## config.mk

```make
export PLATFORM = sky130hd
export DESIGN_NAME = msac_back
export DESIGN_NICKNAME = d
export VERILOG_FILES = /design/src/rtl/core/msac_pkg.sv /design/src/rtl/core/msac_divider.sv /design/src/rtl/core/msac_back.sv
export SDC_FILE = /design/constraint.sdc
export NUM_CORES = 2
export LEC_CHECK = 0
export BUFFER_PORTS_ARGS = -buffer_cell sky130_fd_sc_hd__clkbuf_2
export CORE_ASPECT_RATIO = 0.75
export CORE_MARGIN = 4
export CORE_UTILIZATION = 44
export DETAILED_ROUTE_END_ITERATION = 7
export PLACE_DENSITY = 0.69
export SYNTH_ARGS = -nofsm -noshare
export SYNTH_HDL_FRONTEND = slang
export SYNTH_SLANG_ARGS = --single-unit
```

## constraint.sdc

```tcl
create_clock -name clk -period 82.6 [get_ports clk]
set_input_delay 8.26 -clock clk [delete_from_list [all_inputs] [get_ports clk]]
set_output_delay 8.26 -clock clk [all_outputs]
set_load 0.01 [all_outputs]
```

## src/rtl/core/msac_pkg.sv

```systemverilog
// Shared types, constants and weight tables of the sensor anomaly classifier.
`default_nettype none
package msac_pkg;

	// Converter and input scaling
	localparam int ADC_BITS = 10;
	localparam int ADC_FS = (1 << ADC_BITS) - 1;
	localparam int ADC_HALF = ADC_FS / 2;
	localparam int X_W = 17;
	localparam int SCALE_N_W = ADC_BITS + 17;
	localparam int SCALE_K = SCALE_N_W + ADC_BITS;
	localparam longint unsigned SCALE_M = ((64'd1 << SCALE_K) + ADC_FS - 1) / ADC_FS;
	localparam int SCALE_M_W = $clog2(SCALE_M + 1);
	localparam int SCALE_P_W = SCALE_N_W + SCALE_M_W;

	// Network shape and fixed point formats
	localparam int MAX_UNITS = 16;
	localparam int MSAC_HIDDEN_UNITS = 4;
	localparam int NUM_CLASSES = 3;
	localparam int WT_W = 16;
	localparam int FRAC_SHIFT = 12;
	localparam int ROUND_HALF = 2048;
	localparam int ACC1_W = 32;
	localparam int H_W = 18;
	localparam int PROD2_W = WT_W + H_W;
	localparam int ACC2_W = PROD2_W + 4;
	localparam int Z_W = 22;
	localparam int T_W = Z_W + 1;

	// Exponent
	localparam int LOG2E_Q16 = 94548;
	localparam int U_MUL_W = T_W + 17;
	localparam int U_W = U_MUL_W - 16;
	localparam int N_W = U_W - 16;
	localparam int E_W = 17;
	localparam int EXP_CUTOFF = 17;
	localparam int CORR_W = 29;

	// Normalization divide
	localparam int PROB_W = 16;
	localparam int SUM_W = 18;
	localparam int DIV_D_W = E_W + 17;
	localparam int Q_W = 17;
	localparam int R_W = SUM_W;
	localparam int DIV_STEPS = Q_W;

	// Queues
	localparam int MID_DEPTH = 4;
	localparam int OUT_DEPTH = 2;

	// Configuration registers
	localparam int THR_W = 16;
	localparam int CFG_IDX_W = 1;
	localparam int CFG_DATA_W = 16;
	localparam logic [CFG_IDX_W-1:0] REG_DANGER_THR = 1'd0;
	localparam logic [CFG_IDX_W-1:0] REG_WARNING_THR = 1'd1;
	localparam logic [THR_W-1:0] DANGER_THR_RESET = 16'd39322;
	localparam logic [THR_W-1:0] WARNING_THR_RESET = 16'd32768;

	typedef enum logic [1:0] {
		CLASS_NORMAL = 2'd0,
		CLASS_WARNING = 2'd1,
		CLASS_DANGER = 2'd2
	} class_t;

	typedef struct packed {
		logic [ADC_BITS-1:0] temp_raw;
		logic [ADC_BITS-1:0] gas_raw;
	} in_item_t;

	typedef struct packed {
		logic [PROB_W-1:0] prob_normal;
		logic [PROB_W-1:0] prob_warning;
		logic [PROB_W-1:0] prob_danger;
		logic [1:0] class_code;
		logic led_on;
	} out_item_t;

	typedef struct packed {
		logic [NUM_CLASSES-1:0][E_W-1:0] e;
	} exp_item_t;

	typedef struct packed {
		logic [THR_W-1:0] danger;
		logic [THR_W-1:0] warning;
	} thr_cfg_t;

	function automatic logic signed [WT_W-1:0] l1_w(input int unit, input int col);
		logic signed [WT_W-1:0] w;
		case (unit)
			0: w = (col == 0) ? 16'sd4915 : -16'sd2048;
			1: w = (col == 0) ? -16'sd3277 : 16'sd5734;
			2: w = (col == 0) ? 16'sd2458 : 16'sd3686;
			3: w = (col == 0) ? -16'sd4506 : -16'sd2867;
			default: w = '0;
		endcase
		return w;
	endfunction

	function automatic logic signed [WT_W-1:0] l1_b(input int unit);
		logic signed [WT_W-1:0] b;
		case (unit)
			0: b = 16'sd410;
			1: b = 16'sd819;
			2: b = -16'sd410;
			3: b = 16'sd1229;
			default: b = '0;
		endcase
		return b;
	endfunction

	function automatic logic signed [WT_W-1:0] l2_w(input int cls, input int unit);
		logic signed [WT_W-1:0] w;
		case (cls * MAX_UNITS + unit)
			0: w = 16'sd3686;
			1: w = -16'sd4915;
			2: w = 16'sd1638;
			3: w = 16'sd2458;
			16: w = -16'sd2048;
			17: w = 16'sd3277;
			18: w = -16'sd1229;
			19: w = 16'sd4506;
			32: w = -16'sd3277;
			33: w = 16'sd2048;
			34: w = 16'sd3686;
			35: w = -16'sd1638;
			default: w = '0;
		endcase
		return w;
	endfunction

	function automatic logic signed [WT_W-1:0] l2_b(input int cls);
		logic signed [WT_W-1:0] b;
		case (cls)
			1: b = 16'sd410;
			2: b = -16'sd819;
			default: b = '0;
		endcase
		return b;
	endfunction

	// 2^(-j/16) in Q1.16 for j = 0..16.
	function automatic logic [E_W-1:0] pow2_tab(input logic [4:0] j);
		logic [E_W-1:0] v;
		case (j)
			5'd0: v = 17'd65536;
			5'd1: v = 17'd62757;
			5'd2: v = 17'd60097;
			5'd3: v = 17'd57549;
			5'd4: v = 17'd55109;
			5'd5: v = 17'd52773;
			5'd6: v = 17'd50535;
			5'd7: v = 17'd48393;
			5'd8: v = 17'd46341;
			5'd9: v = 17'd44376;
			5'd10: v = 17'd42495;
			5'd11: v = 17'd40693;
			5'd12: v = 17'd38968;
			5'd13: v = 17'd37316;
			5'd14: v = 17'd35734;
			5'd15: v = 17'd34219;
			5'd16: v = 17'd32768;
			default: v = '0;
		endcase
		return v;
	endfunction

endpackage
`default_nettype wire

```

## src/rtl/core/msac_divider.sv

```systemverilog
// Pipelined restoring divider, one quotient bit per stage, one lane per class.
`default_nettype none
module msac_divider import msac_pkg::*; (
	input wire logic clk,
	input wire logic arst_n,
	input wire logic en,
	input wire logic v_in,
	input wire logic [SUM_W-1:0] divisor,
	input wire logic [NUM_CLASSES-1:0][R_W-1:0] rem_in,
	input wire logic [NUM_CLASSES-1:0][Q_W-1:0] dq_in,
	output logic v_out,
	output logic [NUM_CLASSES-1:0][Q_W-1:0] quot
);

	logic v_s [DIV_STEPS];
	logic [SUM_W-1:0] div_s [DIV_STEPS];
	logic [NUM_CLASSES-1:0][R_W-1:0] rem_s [DIV_STEPS];
	logic [NUM_CLASSES-1:0][Q_W-1:0] dq_s [DIV_STEPS];

	for (genvar k = 0; k < DIV_STEPS; k++) begin : g_step
		logic vp;
		logic [SUM_W-1:0] dp;
		logic [NUM_CLASSES-1:0][R_W-1:0] rp, rn;
		logic [NUM_CLASSES-1:0][Q_W-1:0] qp, qn;

		if (k == 0) begin : g_first
			assign vp = v_in;
			assign dp = divisor;
			assign rp = rem_in;
			assign qp = dq_in;
		end else begin : g_next
			assign vp = v_s[k-1];
			assign dp = div_s[k-1];
			assign rp = rem_s[k-1];
			assign qp = dq_s[k-1];
		end

		// The dividend bits shift out of the top of dq while quotient bits
		// shift in at the bottom.
		always_comb begin
			for (int l = 0; l < NUM_CLASSES; l++) begin
				if ({rp[l], qp[l][Q_W-1]} >= {1'b0, dp}) begin
					rn[l] = R_W'({rp[l], qp[l][Q_W-1]} - {1'b0, dp});
					qn[l] = {qp[l][Q_W-2:0], 1'b1};
				end else begin
					rn[l] = {rp[l][R_W-2:0], qp[l][Q_W-1]};
					qn[l] = {qp[l][Q_W-2:0], 1'b0};
				end
			end
		end

		always_ff @(posedge clk or negedge arst_n) begin
			if (!arst_n) begin
				v_s[k] <= 1'b0;
			end else if (en) begin
				v_s[k] <= vp;
			end
		end

		always_ff @(posedge clk) begin
			if (en) begin
				div_s[k] <= dp;
				rem_s[k] <= rn;
				dq_s[k] <= qn;
			end
		end
	end

	assign v_out = v_s[DIV_STEPS-1];
	assign quot = dq_s[DIV_STEPS-1];

endmodule
`default_nettype wire

```

## src/rtl/core/msac_back.sv

```systemverilog
// Back pipeline: softmax normalization, saturation and the class decision.
`default_nettype none
module msac_back import msac_pkg::*; (
	input wire logic clk,
	input wire logic arst_n,
	input wire thr_cfg_t thr,
	input wire logic src_empty,
	input wire exp_item_t src_data,
	output logic src_pop,
	input wire logic dst_full,
	output logic dst_push,
	output out_item_t dst_data
);

	logic en;
	logic v_s1;
	logic [SUM_W-1:0] sum_s1;
	logic [NUM_CLASSES-1:0][R_W-1:0] rem_s1;
	logic [NUM_CLASSES-1:0][Q_W-1:0] dq_s1;
	logic v_s2;
	logic [NUM_CLASSES-1:0][Q_W-1:0] quot_s2;
	logic v_s3;
	out_item_t res_s3;

	assign en = !v_s3 || !dst_full;
	assign src_pop = en && !src_empty;
	assign dst_push = v_s3 && !dst_full;
	assign dst_data = res_s3;

	// Stage 1: sum of exponents and the rounded dividend e * 65536 + S / 2.
	// The quotient never exceeds 65536, so the top dividend bits already form
	// a remainder below the divisor.
	logic [SUM_W-1:0] sum;
	logic [NUM_CLASSES-1:0][DIV_D_W-1:0] dvd;

	always_comb begin
		sum = '0;
		for (int l = 0; l < NUM_CLASSES; l++) begin
			sum = sum + SUM_W'(src_data.e[l]);
		end
		for (int l = 0; l < NUM_CLASSES; l++) begin
			dvd[l] = DIV_D_W'({src_data.e[l], 16'd0}) + DIV_D_W'(sum >> 1);
		end
	end

	always_ff @(posedge clk or negedge arst_n) begin
		if (!arst_n) begin
			v_s1 <= 1'b0;
		end else if (en) begin
			v_s1 <= src_pop;
		end
	end

	always_ff @(posedge clk) begin
		if (en) begin
			sum_s1 <= sum;
			for (int l = 0; l < NUM_CLASSES; l++) begin
				rem_s1[l] <= R_W'(dvd[l][DIV_D_W-1:Q_W]);
				dq_s1[l] <= dvd[l][Q_W-1:0];
			end
		end
	end

	// Stage 2: the divide itself.
	msac_divider u_divider (
		.clk(clk),
		.arst_n(arst_n),
		.en(en),
		.v_in(v_s1),
		.divisor(sum_s1),
		.rem_in(rem_s1),
		.dq_in(dq_s1),
		.v_out(v_s2),
		.quot(quot_s2)
	);

	// Stage 3: saturate and decide.
	logic [NUM_CLASSES-1:0][PROB_W-1:0] prob;
	class_t cls;

	always_comb begin
		for (int l = 0; l < NUM_CLASSES; l++) begin
			prob[l] = quot_s2[l][Q_W-1] ? '1 : quot_s2[l][PROB_W-1:0];
		end
		if (prob[2] > thr.danger) begin
			cls = CLASS_DANGER;
		end else if (prob[1] > thr.warning) begin
			cls = CLASS_WARNING;
		end else begin
			cls = CLASS_NORMAL;
		end
	end

	always_ff @(posedge clk or negedge arst_n) begin
		if (!arst_n) begin
			v_s3 <= 1'b0;
		end else if (en) begin
			v_s3 <= v_s2;
		end
	end

	always_ff @(posedge clk) begin
		if (en) begin
			res_s3.prob_normal <= prob[0];
			res_s3.prob_warning <= prob[1];
			res_s3.prob_danger <= prob[2];
			res_s3.class_code <= cls;
			res_s3.led_on <= (cls == CLASS_DANGER);
		end
	end

endmodule
`default_nettype wire

```

==> results_dict.tcl <==
set metrics [dict create \
    hold_path.class "reg2reg" \
    final_cell_mix "edfxtp_1, ha_1, a21oi_1, nor2_1, mux2_2" \
    pin_count 140 \
    cts_buffer_depth 4 \
    globalplace.congestion 0.971 \
    critPathTopFamily "buffers and inverters" \
    yosys_most_used_dff "edfxtp_1" \
    overflow 0 \
    cp.buffers_inverters 2 \
    ant_nets 0 \
    layout_commonest_cell "edfxtp_1" \
    synthCells 9386 \
    finalCritPeriodShare 0.206 \
    reg2reg_slack_ns 76.54 \
    synth_edf_count 1734 \
    track_usage 0.244 \
    setup_tns_ns 0 \
    drcViolationCount 0 \
    die_h_um 438 \
    nets 10700 \
    hold_viol_final 0 \
    postCtsResizedCells 0 \
    die_w_um 581 \
    cp_max_fo 4 \
    critPathKind "in2out" \
    core_sq_um 245000 \
    slew_headroom 0.135 \
    wirelength_mm 323 \
    run_status "completed" \
    cp_cell_sequence "clkbuf_2 -> a21oi_1 -> clkbuf_2" \
    syn2layout_area_growth_pct 10.2 \
    rows 157 \
    htreeDepth 4 \
    numPortBuffers 139 \
    grt_setup_unrepaired "no" \
    fmax_ghz 0.0587 \
    grt_pass1_wl_mm 473 \
    cts-root-buf "clkbuf_16" \
    crit_slowest_cell "a21oi_1" \
    path_clk_slew_ns 0.06 \
    netlist-cell-type-count 87 \
    dr.pass1.iters 6 \
    max_stage_delay_ns 0.22 \
    synthesis.nets 10500 \
    arrival_ns 8.77 \
    dpl.hpwl_mm 254 \
    vias 78900 \
    min_period_ns 17.03 \
    grt_pass1_vias 72600 \
    critPathCaptureType "primary output" \
    grt_max_degree 171 \
    viasPerCell 6.04 \
    asyncSetResetFlopFracSynth 0.0108 \
    cts_buffers 193 \
    die-area_sq_um 254000 \
    cts_setup_buffers 0 \
    avgSynthCellArea_sq_um 11.5 \
    syn_area_sq_um 108000 \
    start_util 0.443 \
    worst_slew_pin_slew_ns 1.30 \
    antenna_found_initial 24 \
    slew_violations 0 \
    critPathLaunchType "input port" \
    ys_seq_elements 1753 \
    routedWlPerCell_um 24.7 \
    crit_required_ns 74.34 \
    cts.sinks 1753 \
    fin_worst_skew_ns 0.0896 \
    cts_tree "yes" \
    critPathMostFrequentCell "clkbuf_2" \
    ys_warn_count 0 \
    ys_seq_area_frac 0.485 \
    cap_violations 0 \
    worstSkewPairLatency_ns 0.89 \
    layout-drive-gt1-share 0.133 \
    setup_violations 0 \
    holdBufCountCts 0 \
    drtIter0Drc 9944 \
]
## metal layers
layer	track usage	part of all wire	up-vias
met5	0	0	-
met4	0.0435	0.018	0
met2	0.302	0.36	3610
met3	0.0745	0.12	346
met1	0.407	0.50	38600
li1	-	-	36300
## final timing paths
path | from | to | cells past startpoint
max | dst_full | src_pop | 3
min | u_divider.dq_s[0][676] | u_divider.dq_s[0][728] | 0
max reg2reg | v_s3 | u_divider.dq_s[0][427] | 7
min reg2reg | u_divider.dq_s[0][676] | u_divider.dq_s[0][728] | 0
max in group asynchronous | arst_n | u_divider.g_step[5].vp | 1
min in group asynchronous | arst_n | u_divider.g_step[15].vp | 1
## sequential cells by signal (all words and copies together), names as in the netlist, 3 cells and up
name	count
dq_s1	3
dst_data	51
rem_s1	51
sum_s1	18
u_divider.div_s	152
u_divider.dq_s	595
u_divider.g_step.vp	16
u_divider.rem_s	864
## metrics by stage
| step | worst slack, ns | area, sq um | util | instances | hold WS [ns] |
|---|---|---|---|---|---|
| final | 65.57 | 119000 | 0.489 | 13100 | 0.394 |
| after floorplan | 21.20 | 108000 | - | 9386 | 0.400 |
| after CTS | 65.57 | 119000 | 0.489 | 13000 | 0.391 |
| after detailed placement | 65.59 | 113000 | 0.462 | 12700 | 0.405 |
| after global placement | 65.58 | 113000 | 0.462 | 12700 | 0.401 |
| after global routing | 65.51 | 119000 | 0.489 | 13000 | 0.400 |
## synth_stat cells (all sizes together), types with 75 or more instances
library cell | number | area share
edfxtp | 1734 | 0.48
ha | 941 | 0.11
a21oi | 753 | 0.035
nor2 | 690 | 0.024
mux2 | 574 | 0.060
inv | 530 | 0.018
o21ai | 512 | 0.024
xnor2 | 446 | 0.036
nand2 | 368 | 0.013
a21o | 304 | 0.021
o21a | 266 | 0.018
nor2b | 200 | 0.012
xor2 | 171 | 0.014
nor3 | 163 | 0.0075
nand3 | 139 | 0.0064
nand4 | 131 | 0.0076
or2 | 111 | 0.0064
mux2i | 88 | 0.0081
o31a | 80 | 0.0065
clkbuf | 75 | 0.0026
## logic make-up after synthesis
family / Yosys count / share of synthesized area
buffers and inverters: 661 / 0.0239
and+or+nand+nor: 2134 / 0.0984
DFF: 1753 / 0.485
muxes: 662 / 0.0680
xor gates and xnor gates: 617 / 0.0499
AOI/OAI and AO/OA: 2552 / 0.154
adders and majority gates: 1007 / 0.121
## cell type report
class                      instances  area [sq um]
sequential                      1753         52500
clock buffer                     217          4990
timing repair buffer             182          1070
fill                           21500        125000
multi-input combinational       6972         53300
antenna                            4          10.0
inverter                         530          1990
clock inverter                   133          1460
tap                             3259          4080
Power is left out: the tool's default activity adds up to more than one toggle a clock period on the data nets, which glitch-free logic cannot reach.
