==> src/rtl/core/msac_fifo.sv <==
// Small register queue with full and empty flags.
`default_nettype none
module msac_fifo #(
	parameter int DATA_W = 8,
	parameter int DEPTH = 2
) (
	input wire logic clk,
	input wire logic arst_n,
	input wire logic push,
	input wire logic [DATA_W-1:0] wdata,
	output logic full,
	input wire logic pop,
	output logic [DATA_W-1:0] rdata,
	output logic empty
);

	localparam int AW = (DEPTH > 1) ? $clog2(DEPTH) : 1;
	localparam int CW = $clog2(DEPTH + 1);

	logic [DATA_W-1:0] mem_q [DEPTH];
	logic [AW-1:0] wr_ptr_q;
	logic [AW-1:0] rd_ptr_q;
	logic [CW-1:0] count_q;
	logic do_push;
	logic do_pop;

	assign full = (count_q == CW'(DEPTH));
	assign empty = (count_q == '0);
	assign do_push = push && !full;
	assign do_pop = pop && !empty;
	assign rdata = mem_q[rd_ptr_q];

	always_ff @(posedge clk) begin
		if (do_push) begin
			mem_q[wr_ptr_q] <= wdata;
		end
	end

	always_ff @(posedge clk or negedge arst_n) begin
		if (!arst_n) begin
			wr_ptr_q <= '0;
			rd_ptr_q <= '0;
			count_q <= '0;
		end else begin
			if (do_push) begin
				wr_ptr_q <= (wr_ptr_q == AW'(DEPTH - 1)) ? '0 : wr_ptr_q + 1'b1;
			end
			if (do_pop) begin
				rd_ptr_q <= (rd_ptr_q == AW'(DEPTH - 1)) ? '0 : rd_ptr_q + 1'b1;
			end
			case ({do_push, do_pop})
				2'b10: count_q <= count_q + 1'b1;
				2'b01: count_q <= count_q - 1'b1;
				default: count_q <= count_q;
			endcase
		end
	end

endmodule
`default_nettype wire

==> config.mk <==
export PLATFORM = sky130hd
export DESIGN_NAME = msac_fifo
export DESIGN_NICKNAME = d
export VERILOG_FILES = /design/src/rtl/core/msac_fifo.sv
export SDC_FILE = /design/constraint.sdc
export NUM_CORES = 1
export LEC_CHECK = 0
export BUFFER_PORTS_ARGS = -buffer_cell sky130_fd_sc_hd__buf_4
export CELL_PAD_IN_SITES_DETAIL_PLACEMENT = 2
export CELL_PAD_IN_SITES_GLOBAL_PLACEMENT = 2
export CORE_ASPECT_RATIO = 1.4
export CORE_MARGIN = 2
export CORE_UTILIZATION = 36
export DETAILED_ROUTE_END_ITERATION = 16
export PLACE_DENSITY = 0.88
export SYNTH_ARGS = -nofsm -noshare
export SYNTH_HDL_FRONTEND = slang
export SYNTH_SLANG_ARGS = --single-unit
==> constraint.sdc <==
create_clock -name clk -period 2.7 [get_ports clk]
set_clock_uncertainty 0.1 [all_clocks]
set_input_delay 0.27 -clock clk [delete_from_list [all_inputs] [get_ports clk]]
set_output_delay 0.27 -clock clk [all_outputs]
set_load 0.005 [all_outputs]
==> impl_metrics.env, run 1 <==
export IMPL_rrSetupSlack_ns=0.95
export IMPL_reg2reg_to="mem_q[0][3]$_DFFE_PP_"
export IMPL_path_class="register to output pin"
export IMPL_synth_ff_type="edfxtp_1"
export IMPL_viasPerCell=5.10
export IMPL_drv_slew=0
export IMPL_nets=82
export IMPL_cts_tree="done"
export IMPL_setup_tns_ns=0
export IMPL_max_freq_ghz=0.555
export IMPL_required_ns=2.33
export IMPL_drc_errors=0
export IMPL_grt_pass1_wl_mm=2.47
export IMPL_fin_area_um2=987
export IMPL_synth_area_top_cells="edfxtp_1 62%, dfrtp_1 13%, mux2_2 12%"
export IMPL_synth_top_area_cell="edfxtp_1"
export IMPL_powerDensity_nw_per_um2=999
export IMPL_ys_seq_elements=20
export IMPL_hold_start="wdata[5]"
export IMPL_rsz0062_at_grt="false"
export IMPL_placed_cell_area_um2=951
export IMPL_worstHoldPathCells=1
export IMPL_cap_violations=0
export IMPL_die_w_um=43.1
export IMPL_clock_latency_ns=0.30
export IMPL_drive_gt1_share_pct=48.5
export IMPL_clock_path_buffers=2
export IMPL_hold_violations=0
export IMPL_drt_antenna_violating_nets=0
export IMPL_path_clk_slew_ns=0.11
export IMPL_setup_violations=0
export IMPL_synth_top_cell_area_share_pct=62.2
export IMPL_die_area_um2=2540
export IMPL_synth_edf_count=16
export IMPL_holdCritPathClass="primary input to register"
export IMPL_root_buffer="clkbuf_4"
export IMPL_drt_wl_total_mm=1.54
export IMPL_initial_core_util_pct=38.7
export IMPL_grt_max_degree=12
export IMPL_whs_endpoint="mem_q[0][5]$_DFFE_PP_"
export IMPL_peakVddDrop_mv=0.491
export IMPL_drt_iter0_markers=1
export IMPL_arrival_ns=1.43
export IMPL_drt_pass1_iterations=2
export IMPL_cp_end_kind="output pin"
export IMPL_worst_slew_pin_slew_ns=0.714
export IMPL_io_buffer_count=21
export IMPL_ys_top_cells_by_count="16 x edfxtp_1, 8 x mux2_2, 4 x dfrtp_1, 3 x nor2_1, 3 x xnor2_1"
export IMPL_yosys_warnings=0
export IMPL_layout_area_overhead_vs_synth_pct=27.9
export IMPL_r2r_start="count_q[0]$_DFFE_PN0P_"
export IMPL_avgSynthCellArea_um2=18.0
export IMPL_place_detailed_hpwl_mm=1.14
export IMPL_clock_sinks=20
export IMPL_max_slew_margin_pct=52.2
export IMPL_synthArstFlopShare_pct=20.0
export IMPL_seq_area_frac_synth_pct=75.2
export IMPL_reg2reg_depth=3
export IMPL_grt_overflow_total=0
export IMPL_vias=454
export IMPL_globalplace_congestion=0.651
export IMPL_core_area_um2=2000
export IMPL_cts_made_buffers=3
export IMPL_grt_pass1_vias=520
export IMPL_fin_crit_sh_pct=66.7
export IMPL_cp_start_kind="register"
export IMPL_cp_max_fo=9
export IMPL_status="finished clean"
export IMPL_rows=19
export IMPL_die_h_um=58.8
export IMPL_antenna_found_initial=0
export IMPL_synth_cells=43
export IMPL_grt_usage_pct=14.4
export IMPL_power_leakage_nw=0.399
export IMPL_diodes=0
export IMPL_syn_cell_area_um2=772
export IMPL_syn_num_nets=56
export IMPL_wire_per_inst_um=17.3
export IMPL_htreeDepth=1
export IMPL_yosysMostFrequentCell="edfxtp_1"
export IMPL_yosysUniqueCellTypes=13
export IMPL_ios=22
export IMPL_fin_crit_ns=1.80
## critical path, stage by stage, from the launching register on
cell and delay [ns]:
dfrtp_1 0.60, mux2_2 0.39, buf_4 0.14
## registers in the layout (all words and copies together), names as in the netlist
register / flops
mem_q: 16
count_q: 2
rd_ptr_q: 1
wr_ptr_q: 1
## per-layer routing
metal / up-vias / track usage, % / part of all wire (%)
met5: - / 0 / 0
met3: 5 / 1.84 / 2.8
li1: 202 / - / -
met2: 15 / 26.2 / 57
met1: 232 / 14.6 / 37
met4: 0 / 10.4 / 3.3
## kinds of logic after synthesis
logic type / after synthesis / share of synthesized area (%)
buf+inv: 2 / 1.13
fa+ha+maj: 1 / 1.62
xor+xnor: 5 / 5.67
simple gates: 7 / 4.70
mux: 8 / 11.7
flops: 20 / 75.2
## per-stage QoR
step                      hold WS [ns]  cells  setup slack (ns)  power, mW  util, %
final                           0.0428     89             0.899      0.986     49.4
after CTS                       0.0331     89             0.870       1.00     49.4
after detailed placement       -0.0312     84             0.888      0.857     47.6
after global placement         -0.0304     84              1.06      0.829     47.6
after global routing            0.0337     89             0.796       1.05     49.4
after floorplan                 -0.126     43              1.23      0.684        -
## layout by cell type (no fill, tap or decap), drive strengths merged, types with 2 or more instances in the layout
cell    instances
xnor2           3
dfrtp           4
nor2            3
clkbuf          3
xor2            2
edfxtp         16
mux2            8
buf            21
## repair_timing
action | in CTS | in global routing
hold buffers | 1 | 0
endpoints found under the hold margin | 4 | 0
setup buffers | 0 | 0
gates resized for setup | 0 | 0
## worst max path at each step
stage,cells after the start,slack [ns],from,to
global route,3,0.80,count_q[0]$_DFFE_PN0P_,mem_q[0][0]$_DFFE_PP_
finish,2,0.90,rd_ptr_q$_DFFE_PN0P_,rdata[1]
detailed placement,3,0.89,count_q[0]$_DFFE_PN0P_,mem_q[0][2]$_DFFE_PP_
global placement,3,1.06,count_q[0]$_DFFE_PN0P_,mem_q[0][5]$_DFFE_PP_
CTS,2,0.87,rd_ptr_q$_DFFE_PN0P_,rdata[1]
floorplan,3,1.23,count_q[0]$_DFFE_PN0P_,mem_q[0][0]$_DFFE_PP_
## area by class of cell
| type | instances | area, um^2 |
|---|---|---|
| well taps | 21 | 26.3 |
| multi-input cells | 21 | 183 |
| clock buffers | 3 | 22.5 |
| repair buffers | 22 | 168 |
| flip-flops and latches | 20 | 581 |
| fillers | 191 | 1010 |
| clock inverters | 1 | 3.75 |
| inverters | 1 | 3.75 |
## report_power, final
part	internal (mW)	switching, mW
clock network	0.0540	0.0886
registers	0.431	0.0663
logic	0.203	0.143
Power figures use the tool's default switching activity.
==> inputs of run 2 (changes only) <==
--- a/config.mk
+++ b/config.mk
@@ -10,9 +10,9 @@
 export CELL_PAD_IN_SITES_GLOBAL_PLACEMENT = 2
 export CORE_ASPECT_RATIO = 1.4
 export CORE_MARGIN = 2
-export CORE_UTILIZATION = 36
+export CORE_UTILIZATION = 34
 export DETAILED_ROUTE_END_ITERATION = 16
-export PLACE_DENSITY = 0.88
+export PLACE_DENSITY = 0.84
 export SYNTH_ARGS = -nofsm -noshare
 export SYNTH_HDL_FRONTEND = slang
 export SYNTH_SLANG_ARGS = --single-unit
==> constraint.sdc (replaced) <==
create_clock -name clk -period 1.7 [get_ports clk]
set_clock_uncertainty 0.1 [all_clocks]
set_input_delay 0.17 -clock clk [delete_from_list [all_inputs] [get_ports clk]]
set_output_delay 0.17 -clock clk [all_outputs]
set_load 0.005 [all_outputs]
==> run 2 against run 1 <==
Compared with the run above: via count increased by 5.7%; utilization increased by 0.97 points; sequential power up 59%; sequential cell count stayed put; clock power rose by 61%; worst setup slack worse by 0.80 ns; critical path type unchanged.
==> impl_metrics.env, run 2 (synthesis gave the netlist of run 1 again) <==
export IMPL_crit_chain="mux2_2 > buf_4"
export IMPL_vias=480
export IMPL_globalplace_congestion=0.611
export IMPL_drive_gt1_share_pct=46.2
export IMPL_path_class="register to output pin"
export IMPL_cp_start_kind="register"
export IMPL_power_leakage_nw=0.441
export IMPL_antenna_found_initial=0
export IMPL_io_buffer_count=21
export IMPL_final_common_cell="buf_4"
export IMPL_cp_max_fo=9
export IMPL_die_w_um=44.3
export IMPL_path_clk_slew_ns=0.11
export IMPL_wire_per_inst_um=17.4
export IMPL_nets=92
export IMPL_status="finished clean"
export IMPL_clock_path_buffers=2
export IMPL_drt_pass1_iterations=4
export IMPL_regMostFlops="mem_q"
export IMPL_pwr_share_comb_pct=37.2
export IMPL_grt_pass1_vias=546
export IMPL_cts_made_buffers=3
export IMPL_swShare_pct=30.2
export IMPL_max_slew_margin_pct=74.5
export IMPL_pwr_share_clk_pct=14.2
export IMPL_cp_end_kind="output pin"
export IMPL_place_inst=86
export IMPL_diodes=0
export IMPL_reg_largest_list="mem_q x16, count_q x2"
export IMPL_worst_slew_pin_slew_ns=0.382
export IMPL_power_mw=1.63
export IMPL_grt_usage_pct=15.1
export IMPL_largest_reg_flops=16
export IMPL_max_freq_ghz=0.624
export IMPL_p_int_mw=1.14
export IMPL_powerDensity_nw_per_um2=1500
export IMPL_required_ns=1.43
export IMPL_drt_iter0_markers=5
export IMPL_reg2reg_depth=6
export IMPL_most_common_layout_cells="23 x buf_4, 16 x edfxtp_1, 9 x dlygate4sd3_1, 8 x mux2_2"
export IMPL_clock_latency_ns=0.29
export IMPL_holdCritPathClass="primary input to async pin"
export IMPL_initial_core_util_pct=35.9
export IMPL_p_switching_uw=491
export IMPL_rows=20
export IMPL_place_detailed_hpwl_mm=1.26
export IMPL_setup_tns_ns=0
export IMPL_core_area_um2=2150
export IMPL_die_area_um2=2670
export IMPL_cts_tree="done"
export IMPL_drv_slew=0
export IMPL_fin_crit_sh_pct=94.3
export IMPL_r2r_start="count_q[0]$_DFFE_PN0P_"
export IMPL_grt_pass1_wl_mm=2.72
export IMPL_setup_violations=0
export IMPL_clock_sinks=20
export IMPL_grt_overflow_total=0
export IMPL_root_buffer="clkbuf_4"
export IMPL_stdcell_count=100
export IMPL_htreeDepth=1
export IMPL_cap_violations=0
export IMPL_ios=22
export IMPL_rrSetupSlack_ns=0.13
export IMPL_seqPwrFrac_pct=48.7
export IMPL_hold_violations=0
export IMPL_die_h_um=60.4
export IMPL_post_route_util_pct=50.4
export IMPL_peakVddDrop_mv=0.703
export IMPL_drt_antenna_violating_nets=0
export IMPL_worst_path_largest_cell_delay_ns=0.51
export IMPL_drt_wl_total_mm=1.74
export IMPL_grt_max_degree=12
export IMPL_rsz0062_at_grt="false"
export IMPL_drc_errors=0
export IMPL_layout_area_overhead_vs_synth_pct=40.5
export IMPL_fin_crit_ns=1.60
export IMPL_reg2reg_to="count_q[1]$_DFFE_PN0P_"
export IMPL_viasPerCell=4.80
export IMPL_cp_slowest_cell="dfrtp_2"
export IMPL_arrival_ns=1.33
-- run 2: cell count changes in the layout (fill, tap and decap cells not counted) --
cell	delta
dlygate4sd3_1	+8
dfrtp_2	+1
buf_4	+2
clkbuf_1	+1
clkinv_1	-1
dfrtp_1	-1
-- run 2: what timing repair did --
action                                 4_1_cts  5_1_grt
gates cloned                                 0        0
hold buffers                                 9        0
gates resized for setup                      1        0
endpoints found under the hold margin       20        0
setup endpoints to repair                    8        1
buffers inserted                             0        1
-- run 2: power groups by stage --
stage / sequential, mW / combinational, mW / clock (mW)
global route: 0.808 / 0.663 / 0.257
floorplan: 0.738 / 0.348 / 0
detailed placement: 0.805 / 0.574 / 0
CTS: 0.800 / 0.597 / 0.239
finish: 0.792 / 0.606 / 0.230
global placement: 0.789 / 0.536 / 0
-- run 2: how the worst max path moves through the flow --
| stage | depth (start not counted) | from | to |
|---|---|---|---|
| after floorplan | 3 | count_q[0]$_DFFE_PN0P_ | mem_q[0][0]$_DFFE_PP_ |
| after CTS | 2 | rd_ptr_q$_DFFE_PN0P_ | rdata[1] |
| after global placement | 6 | count_q[1]$_DFFE_PN0P_ | count_q[1]$_DFFE_PN0P_ |
| after detailed placement | 6 | count_q[0]$_DFFE_PN0P_ | count_q[1]$_DFFE_PN0P_ |
| after global routing | 6 | count_q[0]$_DFFE_PN0P_ | count_q[1]$_DFFE_PN0P_ |
| final | 2 | rd_ptr_q$_DFFE_PN0P_ | rdata[1] |
-- run 2: worst max-delay path, delay by kind of cell, from the launching register on --
| kind | cells | cell delay (ns) |
|---|---|---|
| buffers and inverters | 1 | 0.14 |
| muxes | 1 | 0.38 |
| DFF | 1 | 0.51 |
-- run 2: per-stage QoR --
stage	instance area [um^2]	setup slack [ns]	hold WS (ns)
3_3_place_gp	960	0.291	-0.129
5_1_grt	1080	0.00535	0.0800
3_5_place_dp	960	0.129	-0.127
2_1_floorplan	772	0.229	-0.226
4_1_cts	1080	0.0661	0.0727
6_report	1080	0.0962	0.0894
-- run 2: metal layers --
layer | vias to the layer above | track usage [%] | routed length [um]
met1 | 234 | 16.9 | 651
met2 | 18 | 26.5 | 986
li1 | 224 | - | -
met3 | 4 | 2.68 | 72
met4 | 0 | 9.09 | 33
met5 | - | 0 | 0
-- run 2: cell type report --
cell class                      count  area [um^2]
Clock buffer                        4         26.3
Fill cell                         215         1070
Inverter                            1         3.75
Multi-Input combinational cell     21          183
Sequential cell                    20          582
Tap cell                           22         27.5
Timing Repair Buffer               32          263
==> inputs of run 3 (changes only) <==
--- a/config.mk
+++ b/config.mk
@@ -10,9 +10,9 @@
 export CELL_PAD_IN_SITES_GLOBAL_PLACEMENT = 2
 export CORE_ASPECT_RATIO = 1.4
 export CORE_MARGIN = 2
-export CORE_UTILIZATION = 34
+export CORE_UTILIZATION = 36
 export DETAILED_ROUTE_END_ITERATION = 16
-export PLACE_DENSITY = 0.84
+export PLACE_DENSITY_LB_ADDON = 0.1
 export SYNTH_ARGS = -nofsm -noshare
 export SYNTH_HDL_FRONTEND = slang
 export SYNTH_SLANG_ARGS = --single-unit
==> constraint.sdc (replaced) <==
create_clock -name clk -period 2 [get_ports clk]
set_clock_uncertainty 0.1 [all_clocks]
set_input_delay 0.2 -clock clk [delete_from_list [all_inputs] [get_ports clk]]
set_output_delay 0.2 -clock clk [all_outputs]
set_load 0.005 [all_outputs]
==> run 3 against run 2 <==
Compared with the run above: worst setup slack improved by 0.19 ns; critical endpoint is now rdata[2]; design area shrank 0.92%; clock power shrank 14%; first-iteration DRC count decreased by 60%; sequential share of layout area up 0.38 points; register-to-register slack improved by 0.30 ns; largest power group unchanged; wire length fell by 17%; combinational power is 21% lower; die area decreased by 5.1%; power decreased by 18%; sequential cell count did not move.
==> impl_metrics.env, run 3 (synthesis gave the netlist of run 1 again) <==
export IMPL_setup_ws_ns=0.286
export IMPL_cp_end_kind="output pin"
export IMPL_rrSetupSlack_ns=0.43
export IMPL_drt_iter0_markers=2
export IMPL_fin_hold_ws_ns=0.118
export IMPL_core_area_um2=2000
export IMPL_required_ns=1.70
export IMPL_cap_violations=0
export IMPL_wire_per_inst_um=14.8
export IMPL_drv_slew=0
export IMPL_clock_sinks=20
export IMPL_max_freq_ghz=0.583
export IMPL_io_buffer_count=21
export IMPL_drt_wl_total_mm=1.45
export IMPL_diodes=0
export IMPL_final_common_cell="buf_4"
export IMPL_power_leakage_nw=0.438
export IMPL_max_slew_margin_pct=73.7
export IMPL_viasPerCell=4.74
export IMPL_seq_area_um2=581
export IMPL_place_inst=85
export IMPL_clock_path_buffers=2
export IMPL_dp_slack_ns=0.449
export IMPL_initial_core_util_pct=38.7
export IMPL_cp_start_kind="register"
export IMPL_fin_crit_sh_pct=85.7
export IMPL_reg_largest_list="mem_q x16, count_q x2"
export IMPL_layout_area_overhead_vs_synth_pct=39.2
export IMPL_grt_max_degree=12
export IMPL_cts_tree="done"
export IMPL_vias=465
export IMPL_htreeDepth=1
export IMPL_path_class="register to output pin"
export IMPL_clock_latency_ns=0.29
export IMPL_cts_made_buffers=3
export IMPL_powerDensity_nw_per_um2=1250
export IMPL_die_h_um=58.8
export IMPL_multi_input_area_um2=183
export IMPL_ios=22
export IMPL_power_mw=1.34
export IMPL_nets=91
export IMPL_worstSetupStartpoint="rd_ptr_q$_DFFE_PN0P_"
export IMPL_grt_usage_pct=14.0
export IMPL_globalplace_congestion=0.594
export IMPL_setup_violations=0
export IMPL_arrival_ns=1.41
export IMPL_rsz0062_at_grt="false"
export IMPL_reg2reg_depth=6
export IMPL_die_w_um=43.1
export IMPL_fin_crit_ns=1.71
export IMPL_hold_violations=0
export IMPL_status="finished clean"
export IMPL_die_area_um2=2540
export IMPL_rows=19
export IMPL_grt_pass1_vias=504
export IMPL_cp_max_fo=9
export IMPL_peakVddDrop_mv=0.590
export IMPL_regMostFlops="mem_q"
export IMPL_stdcell_count=98
export IMPL_place_detailed_hpwl_um=995
export IMPL_most_common_layout_cells="22 x buf_4, 16 x edfxtp_1, 9 x dlygate4sd3_1, 8 x mux2_2, 4 x dfrtp_1"
export IMPL_holdCritPathClass="primary input to async pin"
export IMPL_drt_pass1_iterations=3
export IMPL_setup_tns_ns=0
export IMPL_fill_cells=199
export IMPL_path_clk_slew_ns=0.11
export IMPL_cts_resized=0
export IMPL_worst_slew_pin_slew_ns=0.394
export IMPL_root_buffer="clkbuf_4"
export IMPL_drt_antenna_violating_nets=0
export IMPL_ctsHoldBuffers=9
export IMPL_grt_pass1_wl_mm=2.44
export IMPL_drive_gt1_share_pct=44.2
export IMPL_largest_reg_flops=16
export IMPL_drc_errors=0
export IMPL_post_cts_buffers=0
export IMPL_r2r_start="count_q[0]$_DFFE_PN0P_"
export IMPL_grt_overflow_total=0
export IMPL_reg2reg_to="count_q[1]$_DFFE_PN0P_"
export IMPL_antenna_found_initial=0
run 3: cell types whose count changed in the layout (fill, tap and decap cells not counted):
| cell | change |
|---|---|
| dfrtp_1 | +1 |
| dfrtp_2 | -1 |
| buf_4 | -1 |
run 3: stage by stage:
stage	area, um^2	util [%]
2_1_floorplan	772	-
3_3_place_gp	958	48.0
3_5_place_dp	958	48.0
4_1_cts	1070	53.8
5_1_grt	1070	53.8
6_report	1070	53.8
run 3: power by group:
| part | switching [mW] | leakage, nW | total (mW) | internal, mW |
|---|---|---|---|---|
| clock network | 0.119 | 0.0150 | 0.197 | 0.0777 |
| registers | 0.0847 | 0.195 | 0.666 | 0.581 |
| logic | 0.188 | 0.227 | 0.479 | 0.292 |
run 3: worst max-delay path by stage:
stage / to / slack, ns / cells past startpoint
6_report: rdata[2] / 0.29 / 2
5_1_grt: rdata[2] / 0.20 / 2
4_1_cts: rdata[2] / 0.24 / 2
3_5_place_dp: count_q[1]$_DFFE_PN0P_ / 0.45 / 6
3_3_place_gp: count_q[1]$_DFFE_PN0P_ / 0.52 / 6
2_1_floorplan: mem_q[0][0]$_DFFE_PP_ / 0.53 / 3
run 3: routing by layer:
metal / vias up / part of all wire (%) / global-route usage, %
met5: - / 0 / 0
li1: 224 / - / -
met2: 17 / 53 / 23.5
met4: 0 / 1.6 / 6.49
met3: 4 / 5.9 / 4.91
met1: 220 / 39 / 15.7
run 3: area by class of cell:
class,count,share of cell area [%]
sequential,20,54.0
timing repair buffer,31,23.7
multi-input combinational,21,17.0
clock buffer,4,2.44
tap,21,2.44
inverter,1,0.349
run 3: critical path: stages (launching register included):
cell     delay [ns]
dfrtp_1        0.60
mux2_2         0.39
buf_4          0.13
